File: src/hw/rtl/vpq_pkg.sv
package vpq_pkg;

    // default sizes
    localparam int CAPACITY_DEF   = 32;
    localparam int ID_WIDTH_DEF   = 16;
    localparam int VOTE_WIDTH_DEF = 16;

    // fixed field widths
    localparam int CMD_W        = 3;
    localparam int LIMIT_W      = 6;
    localparam int STATUS_W     = 2;
    // most results one top-k listing may return
    localparam int RESULT_LIMIT = 32;

    // command codes
    typedef enum logic [CMD_W-1:0] {
        CMD_INSERT  = 3'd0,
        CMD_ADD     = 3'd1,
        CMD_EXTRACT = 3'd2,
        CMD_GET     = 3'd3,
        CMD_TOPK    = 3'd4,
        CMD_CLEAR   = 3'd5
    } t_cmd;

    // result status codes
    typedef enum logic [STATUS_W-1:0] {
        STAT_OK      = 2'd0,
        STAT_BUMPED  = 2'd1,
        STAT_MISSING = 2'd2,
        STAT_FULL    = 2'd3
    } t_status;

    // controller states
    typedef enum logic [1:0] {
        S_IDLE,
        S_LOOK,
        S_APPLY,
        S_LIST
    } t_state;

    // operation applied to every cell
    typedef enum logic [1:0] {
        CELL_HOLD,
        CELL_PLACE,
        CELL_SHIFT,
        CELL_CLEAR
    } t_cell_op;

    // per-cell control from the row
    typedef struct packed {
        t_cell_op op;
        logic     at_or_before;
        logic     at_hole;
    } t_cell_ctl;

endpackage

File: src/hw/rtl/vpq_cell.sv
module vpq_cell
    import vpq_pkg::*;
#(
    parameter int ID_WIDTH   = ID_WIDTH_DEF,
    parameter int VOTE_WIDTH = VOTE_WIDTH_DEF
) (
    input  logic                  i_clk,
    input  logic                  i_rst_n,
    input  t_cell_ctl             i_ctl,
    input  logic [ID_WIDTH-1:0]   i_key_id,
    input  logic [VOTE_WIDTH-1:0] i_new_votes,
    input  logic                  i_prev_valid,
    input  logic [ID_WIDTH-1:0]   i_prev_id,
    input  logic [VOTE_WIDTH-1:0] i_prev_votes,
    input  logic                  i_prev_ahead,
    input  logic                  i_next_valid,
    input  logic [ID_WIDTH-1:0]   i_next_id,
    input  logic [VOTE_WIDTH-1:0] i_next_votes,
    output logic                  o_valid,
    output logic [ID_WIDTH-1:0]   o_id,
    output logic [VOTE_WIDTH-1:0] o_votes,
    output logic                  o_ahead,
    output logic                  o_match
);

    logic                  r_valid;
    logic [ID_WIDTH-1:0]   r_id;
    logic [VOTE_WIDTH-1:0] r_votes;
    logic                  n_valid;
    logic [ID_WIDTH-1:0]   n_id;
    logic [VOTE_WIDTH-1:0] n_votes;

    // key compare against the held entry
    assign o_match = r_valid && (r_id == i_key_id);

    // the new entry sorts before this one: more votes, or equal votes and lower id
    assign o_ahead = r_valid && !o_match &&
                     ((i_new_votes > r_votes) || ((i_new_votes == r_votes) && (i_key_id < r_id)));

    // next content
    always_comb begin
        n_valid = r_valid;
        n_id    = r_id;
        n_votes = r_votes;
        unique case (i_ctl.op)
            CELL_HOLD: begin
            end
            CELL_PLACE: begin
                if (i_ctl.at_or_before) begin
                    if (i_prev_ahead) begin
                        n_valid = i_prev_valid;
                        n_id    = i_prev_id;
                        n_votes = i_prev_votes;
                    end else if (o_ahead || i_ctl.at_hole) begin
                        n_valid = 1'b1;
                        n_id    = i_key_id;
                        n_votes = i_new_votes;
                    end
                end
            end
            CELL_SHIFT: begin
                n_valid = i_next_valid;
                n_id    = i_next_id;
                n_votes = i_next_votes;
            end
            CELL_CLEAR: begin
                n_valid = 1'b0;
            end
            default: begin
            end
        endcase
    end

    // occupancy
    always_ff @(posedge i_clk) begin
        if (!i_rst_n) begin
            r_valid <= 1'b0;
        end else begin
            r_valid <= n_valid;
        end
    end

    // entry payload
    always_ff @(posedge i_clk) begin
        r_id    <= n_id;
        r_votes <= n_votes;
    end

    assign o_valid = r_valid;
    assign o_id    = r_id;
    assign o_votes = r_votes;

endmodule

File: src/hw/rtl/vpq_chain.sv
module vpq_chain
    import vpq_pkg::*;
#(
    parameter int CAPACITY   = CAPACITY_DEF,
    parameter int ID_WIDTH   = ID_WIDTH_DEF,
    parameter int VOTE_WIDTH = VOTE_WIDTH_DEF,
    localparam int CW        = $clog2(CAPACITY + 1),
    localparam int PW        = $clog2(CAPACITY)
) (
    input  logic                  i_clk,
    input  logic                  i_rst_n,
    input  t_cell_op              i_op,
    input  logic                  i_wrap,
    input  logic [CW-1:0]         i_hole,
    input  logic [ID_WIDTH-1:0]   i_key_id,
    input  logic [VOTE_WIDTH-1:0] i_new_votes,
    output logic                  o_found,
    output logic [PW-1:0]         o_pos,
    output logic [VOTE_WIDTH-1:0] o_match_votes,
    output logic [ID_WIDTH-1:0]   o_head_id,
    output logic [VOTE_WIDTH-1:0] o_head_votes
);

    logic [CAPACITY-1:0]   c_valid;
    logic [ID_WIDTH-1:0]   c_id    [CAPACITY];
    logic [VOTE_WIDTH-1:0] c_votes [CAPACITY];
    logic [CAPACITY-1:0]   c_ahead;
    logic [CAPACITY-1:0]   c_match;
    t_cell_ctl             c_ctl   [CAPACITY];

    // row of cells, highest entry in cell 0
    for (genvar i = 0; i < CAPACITY; i++) begin : g_cell
        logic                  prev_valid;
        logic [ID_WIDTH-1:0]   prev_id;
        logic [VOTE_WIDTH-1:0] prev_votes;
        logic                  prev_ahead;
        logic                  next_valid;
        logic [ID_WIDTH-1:0]   next_id;
        logic [VOTE_WIDTH-1:0] next_votes;

        // hole position decode
        assign c_ctl[i].op           = i_op;
        assign c_ctl[i].at_or_before = (CW'(i) <= i_hole);
        assign c_ctl[i].at_hole      = (CW'(i) == i_hole);

        if (i == 0) begin : g_first
            assign prev_valid = 1'b0;
            assign prev_id    = '0;
            assign prev_votes = '0;
            assign prev_ahead = 1'b0;
        end else begin : g_inner
            assign prev_valid = c_valid[i-1];
            assign prev_id    = c_id[i-1];
            assign prev_votes = c_votes[i-1];
            assign prev_ahead = c_ahead[i-1];
        end

        // last cell refills from cell 0 when rotating, else with an empty slot
        if (i == CAPACITY - 1) begin : g_last
            assign next_valid = i_wrap && c_valid[0];
            assign next_id    = c_id[0];
            assign next_votes = c_votes[0];
        end else begin : g_body
            assign next_valid = c_valid[i+1];
            assign next_id    = c_id[i+1];
            assign next_votes = c_votes[i+1];
        end

        vpq_cell #(
            .ID_WIDTH   (ID_WIDTH),
            .VOTE_WIDTH (VOTE_WIDTH)
        ) u_cell (
            .i_clk        (i_clk),
            .i_rst_n      (i_rst_n),
            .i_ctl        (c_ctl[i]),
            .i_key_id     (i_key_id),
            .i_new_votes  (i_new_votes),
            .i_prev_valid (prev_valid),
            .i_prev_id    (prev_id),
            .i_prev_votes (prev_votes),
            .i_prev_ahead (prev_ahead),
            .i_next_valid (next_valid),
            .i_next_id    (next_id),
            .i_next_votes (next_votes),
            .o_valid      (c_valid[i]),
            .o_id         (c_id[i]),
            .o_votes      (c_votes[i]),
            .o_ahead      (c_ahead[i]),
            .o_match      (c_match[i])
        );
    end

    // ids are unique, so at most one cell matches: merge by or
    always_comb begin
        o_pos         = '0;
        o_match_votes = '0;
        for (int i = 0; i < CAPACITY; i++) begin
            if (c_match[i]) begin
                o_pos         = o_pos | PW'(i);
                o_match_votes = o_match_votes | c_votes[i];
            end
        end
    end

    assign o_found      = |c_match;
    assign o_head_id    = c_id[0];
    assign o_head_votes = c_votes[0];

endmodule

File: src/hw/rtl/vote_priority_queue_unit.sv
// channel | dir | tdata (low bit up)                                | tuser  | tlast
// s       | in  | command, item_id, initial_votes, top_limit, zeros | -      | -
// m       | out | result_id, result_votes, zeros                    | status | last
//
// other commands and top k on an empty queue: accept, key compare in every cell, then cell
// update with the result load; the next item is accepted only after the update.
// top k on a non-empty queue: the ring of cells rotates once, one step a cycle unless an
// emitting step waits for the result register, and the first n steps each put one result out.
// reset clears cell occupancy, entry count and controller; ids and votes are not cleared.
// a full result register holds the update and each emitting rotation step until the item is taken.
module vote_priority_queue_unit
    import vpq_pkg::*;
#(
    parameter int CAPACITY   = CAPACITY_DEF,
    parameter int ID_WIDTH   = ID_WIDTH_DEF,
    parameter int VOTE_WIDTH = VOTE_WIDTH_DEF,
    localparam int IN_W      = ((CMD_W + ID_WIDTH + VOTE_WIDTH + LIMIT_W + 7) / 8) * 8,
    localparam int OUT_W     = ((ID_WIDTH + VOTE_WIDTH + 7) / 8) * 8
) (
    input  logic                i_clk,
    input  logic                i_rst_n,
    input  logic                i_s_tvalid,
    output logic                o_s_tready,
    // command, item_id, initial_votes, top_limit, zero fill
    input  logic [IN_W-1:0]     i_s_tdata,
    output logic                o_m_tvalid,
    input  logic                i_m_tready,
    // result_id, result_votes, zero fill
    output logic [OUT_W-1:0]    o_m_tdata,
    // status
    output logic [STATUS_W-1:0] o_m_tuser,
    output logic                o_m_tlast
);

    localparam int CW   = $clog2(CAPACITY + 1);
    localparam int PW   = $clog2(CAPACITY);
    localparam int CMPW = (CW > LIMIT_W) ? CW : LIMIT_W;
    localparam int PADW = OUT_W - ID_WIDTH - VOTE_WIDTH;

    localparam logic [VOTE_WIDTH-1:0] VOTE_MAX = '1;

    t_state                r_state;
    t_state                n_state;

    // accepted item
    t_cmd                  r_cmd;
    logic [ID_WIDTH-1:0]   r_id;
    logic [VOTE_WIDTH-1:0] r_iv;
    logic [LIMIT_W-1:0]    r_lim;

    // lookup results
    logic                  r_found;
    logic [CW-1:0]         r_hole;
    logic [VOTE_WIDTH-1:0] r_old_votes;
    logic [VOTE_WIDTH-1:0] r_new_votes;
    logic [CW-1:0]         r_total;

    logic [CW-1:0]         r_count;
    logic [CW-1:0]         n_count;
    logic [CW-1:0]         r_rot;
    logic [CW-1:0]         n_rot;

    // result register
    logic                  r_out_valid;
    t_status               r_out_status;
    logic [ID_WIDTH-1:0]   r_out_id;
    logic [VOTE_WIDTH-1:0] r_out_votes;
    logic                  r_out_last;

    logic                  accept;
    logic                  out_free;
    logic                  load;
    t_status               ld_status;
    logic [ID_WIDTH-1:0]   ld_id;
    logic [VOTE_WIDTH-1:0] ld_votes;
    logic                  ld_last;
    t_cell_op              cell_op;
    logic                  wrap;
    logic                  emitting;
    logic                  list_step;
    logic [CW-1:0]         rot_inc;

    logic                  ch_found;
    logic [PW-1:0]         ch_pos;
    logic [VOTE_WIDTH-1:0] ch_match_votes;
    logic [ID_WIDTH-1:0]   ch_head_id;
    logic [VOTE_WIDTH-1:0] ch_head_votes;

    logic [CMPW-1:0]       lim_ext;
    logic [CMPW-1:0]       cnt_ext;
    logic [CMPW-1:0]       pick;

    assign accept     = i_s_tvalid && o_s_tready;
    assign o_s_tready = (r_state == S_IDLE);
    assign out_free   = !r_out_valid || i_m_tready;
    assign emitting   = (r_rot < r_total);
    assign list_step  = !emitting || out_free;
    assign rot_inc    = r_rot + CW'(1);

    vpq_chain #(
        .CAPACITY   (CAPACITY),
        .ID_WIDTH   (ID_WIDTH),
        .VOTE_WIDTH (VOTE_WIDTH)
    ) u_chain (
        .i_clk         (i_clk),
        .i_rst_n       (i_rst_n),
        .i_op          (cell_op),
        .i_wrap        (wrap),
        .i_hole        (r_hole),
        .i_key_id      (r_id),
        .i_new_votes   (r_new_votes),
        .o_found       (ch_found),
        .o_pos         (ch_pos),
        .o_match_votes (ch_match_votes),
        .o_head_id     (ch_head_id),
        .o_head_votes  (ch_head_votes)
    );

    // top-k count: all entries for zero or an oversize limit, capped at the result limit
    always_comb begin
        lim_ext = CMPW'(r_lim);
        cnt_ext = CMPW'(r_count);
        pick    = ((lim_ext == '0) || (lim_ext > cnt_ext)) ? cnt_ext : lim_ext;
        if (pick > CMPW'(RESULT_LIMIT)) begin
            pick = CMPW'(RESULT_LIMIT);
        end
    end

    // next state
    always_comb begin
        n_state = r_state;
        unique case (r_state)
            S_IDLE: begin
                if (accept) begin
                    n_state = S_LOOK;
                end
            end
            S_LOOK: begin
                n_state = S_APPLY;
            end
            S_APPLY: begin
                if (out_free) begin
                    n_state = ((r_cmd == CMD_TOPK) && (r_count != '0)) ? S_LIST : S_IDLE;
                end
            end
            S_LIST: begin
                if (list_step && (r_rot == CW'(CAPACITY - 1))) begin
                    n_state = S_IDLE;
                end
            end
            default: n_state = S_IDLE;
        endcase
    end

    // cell commands, result loads and counters
    always_comb begin
        cell_op   = CELL_HOLD;
        wrap      = 1'b0;
        load      = 1'b0;
        ld_status = STAT_MISSING;
        ld_id     = '0;
        ld_votes  = '0;
        ld_last   = 1'b1;
        n_count   = r_count;
        n_rot     = r_rot;
        unique case (r_state)
            S_IDLE, S_LOOK: begin
            end
            S_APPLY: begin
                if (out_free) begin
                    load = 1'b1;
                    n_rot = '0;
                    unique case (r_cmd)
                        CMD_INSERT: begin
                            if (r_found) begin
                                ld_status = STAT_BUMPED;
                                ld_id     = r_id;
                                ld_votes  = r_new_votes;
                                cell_op   = CELL_PLACE;
                            end else if (r_count == CW'(CAPACITY)) begin
                                ld_status = STAT_FULL;
                            end else begin
                                ld_status = STAT_OK;
                                ld_id     = r_id;
                                ld_votes  = r_new_votes;
                                cell_op   = CELL_PLACE;
                                n_count   = r_count + CW'(1);
                            end
                        end
                        CMD_ADD: begin
                            if (r_found) begin
                                ld_status = STAT_OK;
                                ld_id     = r_id;
                                ld_votes  = r_new_votes;
                                cell_op   = CELL_PLACE;
                            end
                        end
                        CMD_EXTRACT: begin
                            if (r_count != '0) begin
                                ld_status = STAT_OK;
                                ld_id     = ch_head_id;
                                ld_votes  = ch_head_votes;
                                cell_op   = CELL_SHIFT;
                                n_count   = r_count - CW'(1);
                            end
                        end
                        CMD_GET: begin
                            if (r_found) begin
                                ld_status = STAT_OK;
                                ld_id     = r_id;
                                ld_votes  = r_old_votes;
                            end
                        end
                        CMD_TOPK: begin
                            if (r_count != '0) begin
                                load = 1'b0;
                            end
                        end
                        CMD_CLEAR: begin
                            ld_status = STAT_OK;
                            cell_op   = CELL_CLEAR;
                            n_count   = '0;
                        end
                        default: begin
                        end
                    endcase
                end
            end
            S_LIST: begin
                if (list_step) begin
                    cell_op = CELL_SHIFT;
                    wrap    = 1'b1;
                    n_rot   = rot_inc;
                    if (emitting) begin
                        load      = 1'b1;
                        ld_status = STAT_OK;
                        ld_id     = ch_head_id;
                        ld_votes  = ch_head_votes;
                        ld_last   = (rot_inc == r_total);
                    end
                end
            end
            default: begin
            end
        endcase
    end

    // control registers
    always_ff @(posedge i_clk) begin
        if (!i_rst_n) begin
            r_state     <= S_IDLE;
            r_count     <= '0;
            r_out_valid <= 1'b0;
        end else begin
            r_state <= n_state;
            r_count <= n_count;
            if (load) begin
                r_out_valid <= 1'b1;
            end else if (i_m_tready) begin
                r_out_valid <= 1'b0;
            end
        end
    end

    // item capture, lookup results and result payload
    always_ff @(posedge i_clk) begin
        r_rot <= n_rot;
        if (accept) begin
            r_cmd <= t_cmd'(i_s_tdata[CMD_W-1:0]);
            r_id  <= i_s_tdata[CMD_W +: ID_WIDTH];
            r_iv  <= i_s_tdata[CMD_W + ID_WIDTH +: VOTE_WIDTH];
            r_lim <= i_s_tdata[CMD_W + ID_WIDTH + VOTE_WIDTH +: LIMIT_W];
        end
        if (r_state == S_LOOK) begin
            r_found     <= ch_found;
            r_hole      <= ch_found ? CW'(ch_pos) : r_count;
            r_old_votes <= ch_match_votes;
            if (ch_found) begin
                r_new_votes <= (ch_match_votes == VOTE_MAX) ? ch_match_votes
                                                            : ch_match_votes + VOTE_WIDTH'(1);
            end else begin
                r_new_votes <= r_iv;
            end
            r_total <= CW'(pick);
        end
        if (load) begin
            r_out_status <= ld_status;
            r_out_id     <= ld_id;
            r_out_votes  <= ld_votes;
            r_out_last   <= ld_last;
        end
    end

    assign o_m_tvalid = r_out_valid;
    assign o_m_tdata  = {{PADW{1'b0}}, r_out_votes, r_out_id};
    assign o_m_tuser  = r_out_status;
    assign o_m_tlast  = r_out_last;

endmodule

File: config.mk
export PLATFORM = sky130hd
export DESIGN_NAME = vote_priority_queue_unit
export DESIGN_NICKNAME = d
export VERILOG_FILES = /design/src/hw/rtl/vpq_pkg.sv /design/src/hw/rtl/vpq_cell.sv /design/src/hw/rtl/vpq_chain.sv /design/src/hw/rtl/vote_priority_queue_unit.sv
export SDC_FILE = /design/constraint.sdc
export NUM_CORES = 2
export LEC_CHECK = 0
export CAP_MARGIN = 25
export CELL_PAD_IN_SITES_DETAIL_PLACEMENT = 1
export CELL_PAD_IN_SITES_GLOBAL_PLACEMENT = 1
export CORE_ASPECT_RATIO = 0.75
export CORE_UTILIZATION = 45
export CTS_BUF_LIST = sky130_fd_sc_hd__clkbuf_16
export CTS_CLUSTER_SIZE = 25
export DETAILED_ROUTE_END_ITERATION = 12
export DONT_BUFFER_PORTS = 1
export HOLD_SLACK_MARGIN = 0.08
export MAX_ROUTING_LAYER = met4
export PLACE_DENSITY = 0.84
export SYNTH_ARGS = -nofsm -noshare
export SYNTH_HDL_FRONTEND = slang
export SYNTH_SLANG_ARGS = --single-unit
File: constraint.sdc
create_clock -name i_clk -period 6.18 [get_ports i_clk]
set_input_delay 0.309 -clock i_clk [delete_from_list [all_inputs] [get_ports i_clk]]
set_output_delay 0.309 -clock i_clk [all_outputs]
set_load 0.01 [all_outputs]
==> qor.yml <==
layout:
  nets: 10900
  seqCellArea_um2: 35400
  stdcell_count: 12600
  drive_above_1_share: 0.0761
  layout_commonest_cell: "o21ai_0"
  syn2layout_area_growth_pct: 11.7
  multi_input_comb_area_um2: 48600
  layout_common_cells: "1190 x o21ai_0, 1169 x nand2_1, 1151 x edfxtp_1"
  fillers: 22300
clock_network:
  cts_tree: "built"
  clockBufferDepth: 4
  postCtsResizedCells: 0
  cts_num_sinks: 1192
  clk_pin_slew_ns: 0.06
  insertion_delay_ns: 0.86
  cts_inserted_buffers: 149
  root_buffer: "clkbuf_16"
  htreeDepth: 4
power_and_ir_drop:
  pwr-share-seq: 0.439
  internal_power_mw: 15.6
  p_leak_nw: 39.8
  ir_drop_v: 0.000242
  p_clk_frac: 0.403
  combinationalPowerShare: 0.158
  total_power_mw: 22.4
  p_switching_mw: 6.78
  power_density_nw_per_um2: 222
  switching_share: 0.303
placed_design:
  gp_congestion: 1.11
  place_inst: 12200
  io_buffer_count: 0
  preCtsSetupSlack_ns: 0.483
  dpl.hpwl_um: 357000
setup_path:
  critPathCaptureType: "register"
  worst-path-buf-inv: 2
  cpPeakStageDelay_ns: 1.04
  cp_max_fo: 16
  critPathKind: "reg -> reg"
  crit_arrival_ns: 6.54
  path_common_cell: "and2_1"
  path_cells: "ha_1 > and4_1 > and2_1 > and2_1 > buf_4 > or4_1 > nor4_1 > nand2_1 > nor2_2 > inv_1 > nor2_1 > a21oi_1"
  worst_path_max_delay_cell: "edfxtp_1"
  critPathLaunchType: "register"
  worstPathRequired_ns: 6.71
  crit_family: "simple AND/OR/NAND/NOR gates"
global_routing:
  antenna_found_initial: 59
  grt_util_met1: 0.620
  grt_overflow: 0
  grt_max_degree: 230
  busiest_layer: "met2"
  met2_usage: 0.634
  grt_usage: 0.468
  grt_use_met3: 0.152
  grt_pass1_wl_um: 648000
  grt_pass1_vias: 83000
sta:
  relSlewSlack: 0.231
  timing.final.crit_share: 0.972
  tns_ns: 0
  fin_skew_ns: 0.0657
  fmax_ghz: 0.166
  whs_ns: 0.105
  hold_viol: 0
  rsz0062_at_grt: "false"
  fin_crit_ns: 6.01
  drv_slew: 0
  tightest_slew_ns: 1.15
  timing.final.ws_setup_ns: 0.171
  report.final.setup_viol: 0
drt:
  vias: 85000
  drt_iter0_markers: 12700
  wl_um: 472000
  ant_nets: 0
  wire_per_inst_um: 37.5
  vias_per_cell: 6.77
  first_pass_iters: 10
  drc: 52
floorplanning:
  die_y_um: 389
  initial_core_util: 0.455
  core_area_um2: 198000
  fp.dieW_um: 518
  dieArea_um2: 202000
  floorplan.io_pins: 89
  fp-row-count: 141
logic_synthesis:
  synth_area_per_cell_um2: 9.20
  ys_types: 105
  syn-cell-area_um2: 89900
  synth_top_area_frac: 0.384
  syn_inst: 9778
  synth_seq_area_share: 0.393
  synth_warnings: 0
  synth_fp_nets: 10900
  synthTopCellsByArea: "edfxtp_1 38%, ha_1 15%, mux2i_1 8.2%"
  yosys.area.top_type: "edfxtp_1"
  synth_flop_cell: "edfxtp_1"
  synth_async_sr_flop_share: 0
  synth_edf_count: 1151
  synth_seq_cells: 1192
flow_run:
  max_cap_violations: 0
status:
  violations: "design-rule violations"
  outcome: "complete, but fails checks"
worst_hold_path:
  hold_path_class: "in -> reg"
## Yosys cell counts, types with 10 or more instances
cell       number
a211oi_1       27
o2111ai_1      12
a221oi_1       41
buf_4          29
nor4_1         16
inv_1        1053
nor2b_1       128
or3_1          16
nand2b_1       43
o21a_1         86
clkbuf_1      477
ha_1         1046
mux2_2         31
nor4_4         10
a31oi_1        13
and4_1         17
nand4_1       243
a21oi_1       575
o221ai_1       16
edfxtp_1     1151
a22o_1         81
a21o_1        230
o31ai_1        13
buf_1          14
and3_1         28
mux2i_1       735
a22oi_1       112
nand3_1       146
xnor2_1        15
and2_1         40
dfxtp_1        41
nor3_1         89
o211ai_1       54
buf_2          64
nor2_1        500
or4_1          18
nand2_1      1170
o21ai_0      1194
## worst paths after layout
| check | start | to | slack, ns | cells after the start |
|---|---|---|---|---|
| setup reg to reg | r_id[4] | r_new_votes[7] | 0.17 | 12 |
| hold reg to reg | u_chain.g_cell[24].u_cell.o_valid | u_chain.g_cell[24].u_cell.o_valid | 0.50 | 2 |
| hold / removal | i_s_tdata[25] | r_iv[6] | 0.10 | 1 |
| setup / recovery | r_id[4] | r_new_votes[7] | 0.17 | 12 |
## power groups by stage
stage / combinational, mW / clock [mW] / sequential, mW
after CTS: 3.36 / 8.96 / 9.78
after global placement: 3.06 / 0 / 9.94
after detailed placement: 3.29 / 0 / 9.94
after floorplan: 1.96 / 0 / 9.69
final: 3.52 / 9.01 / 9.82
after global routing: 3.75 / 9.24 / 9.79
## cell type report
type,instances,share of cell area
multi-input cells,6937,0.484
flip-flops and latches,1192,0.352
repair buffers,440,0.0436
inverters,1055,0.0394
clock buffers,153,0.0381
well taps,2645,0.0329
clock inverters,108,0.00862
diodes,40,0.000996
## logic make-up after synthesis
family,count (synthesis),synth area share
flip-flops,1192,0.393
XOR/XNOR,22,0.00214
buffers and inverters,1649,0.0717
adder cells (fa/ha/maj),1047,0.146
AND/OR/NAND/NOR,2528,0.131
multiplexers,766,0.0857
AO/OA/AOI/OAI,2574,0.170
## worst register-to-register path, stage by stage (launching register included)
cell and delay [ns]:
edfxtp_1 1.04, ha_1 0.42, and4_1 0.28, and2_1 0.25, and2_1 0.57, buf_4 0.36, or4_1 0.63, nor4_1 0.42
nand2_1 0.15, nor2_2 0.66, inv_1 0.58, nor2_1 0.26, a21oi_1 0.06
## per-layer routing
layer / vias to the layer above / wire [um] / share of wire
met4: 0 / 27800 / 0.059
met2: 5897 / 189000 / 0.40
met3: 1159 / 64100 / 0.14
li1: 35200 / - / -
met5: - / 0 / 0
met1: 42800 / 191000 / 0.41
## repair_timing
| action | in CTS | in global routing |
|---|---|---|
| endpoints found under the hold margin | 70 | 0 |
| hold buffers | 55 | 0 |
| buffers inserted | 0 | 8 |
| setup endpoints to repair | 0 | 6 |
## per-stage QoR
stage,utilization,instance area [um^2]
after floorplan,-,89900
after global placement,0.480,94900
after detailed placement,0.480,95000
after CTS,0.507,100000
after global routing,0.508,100000
final,0.508,100000
(Power assumes the default switching activity.)
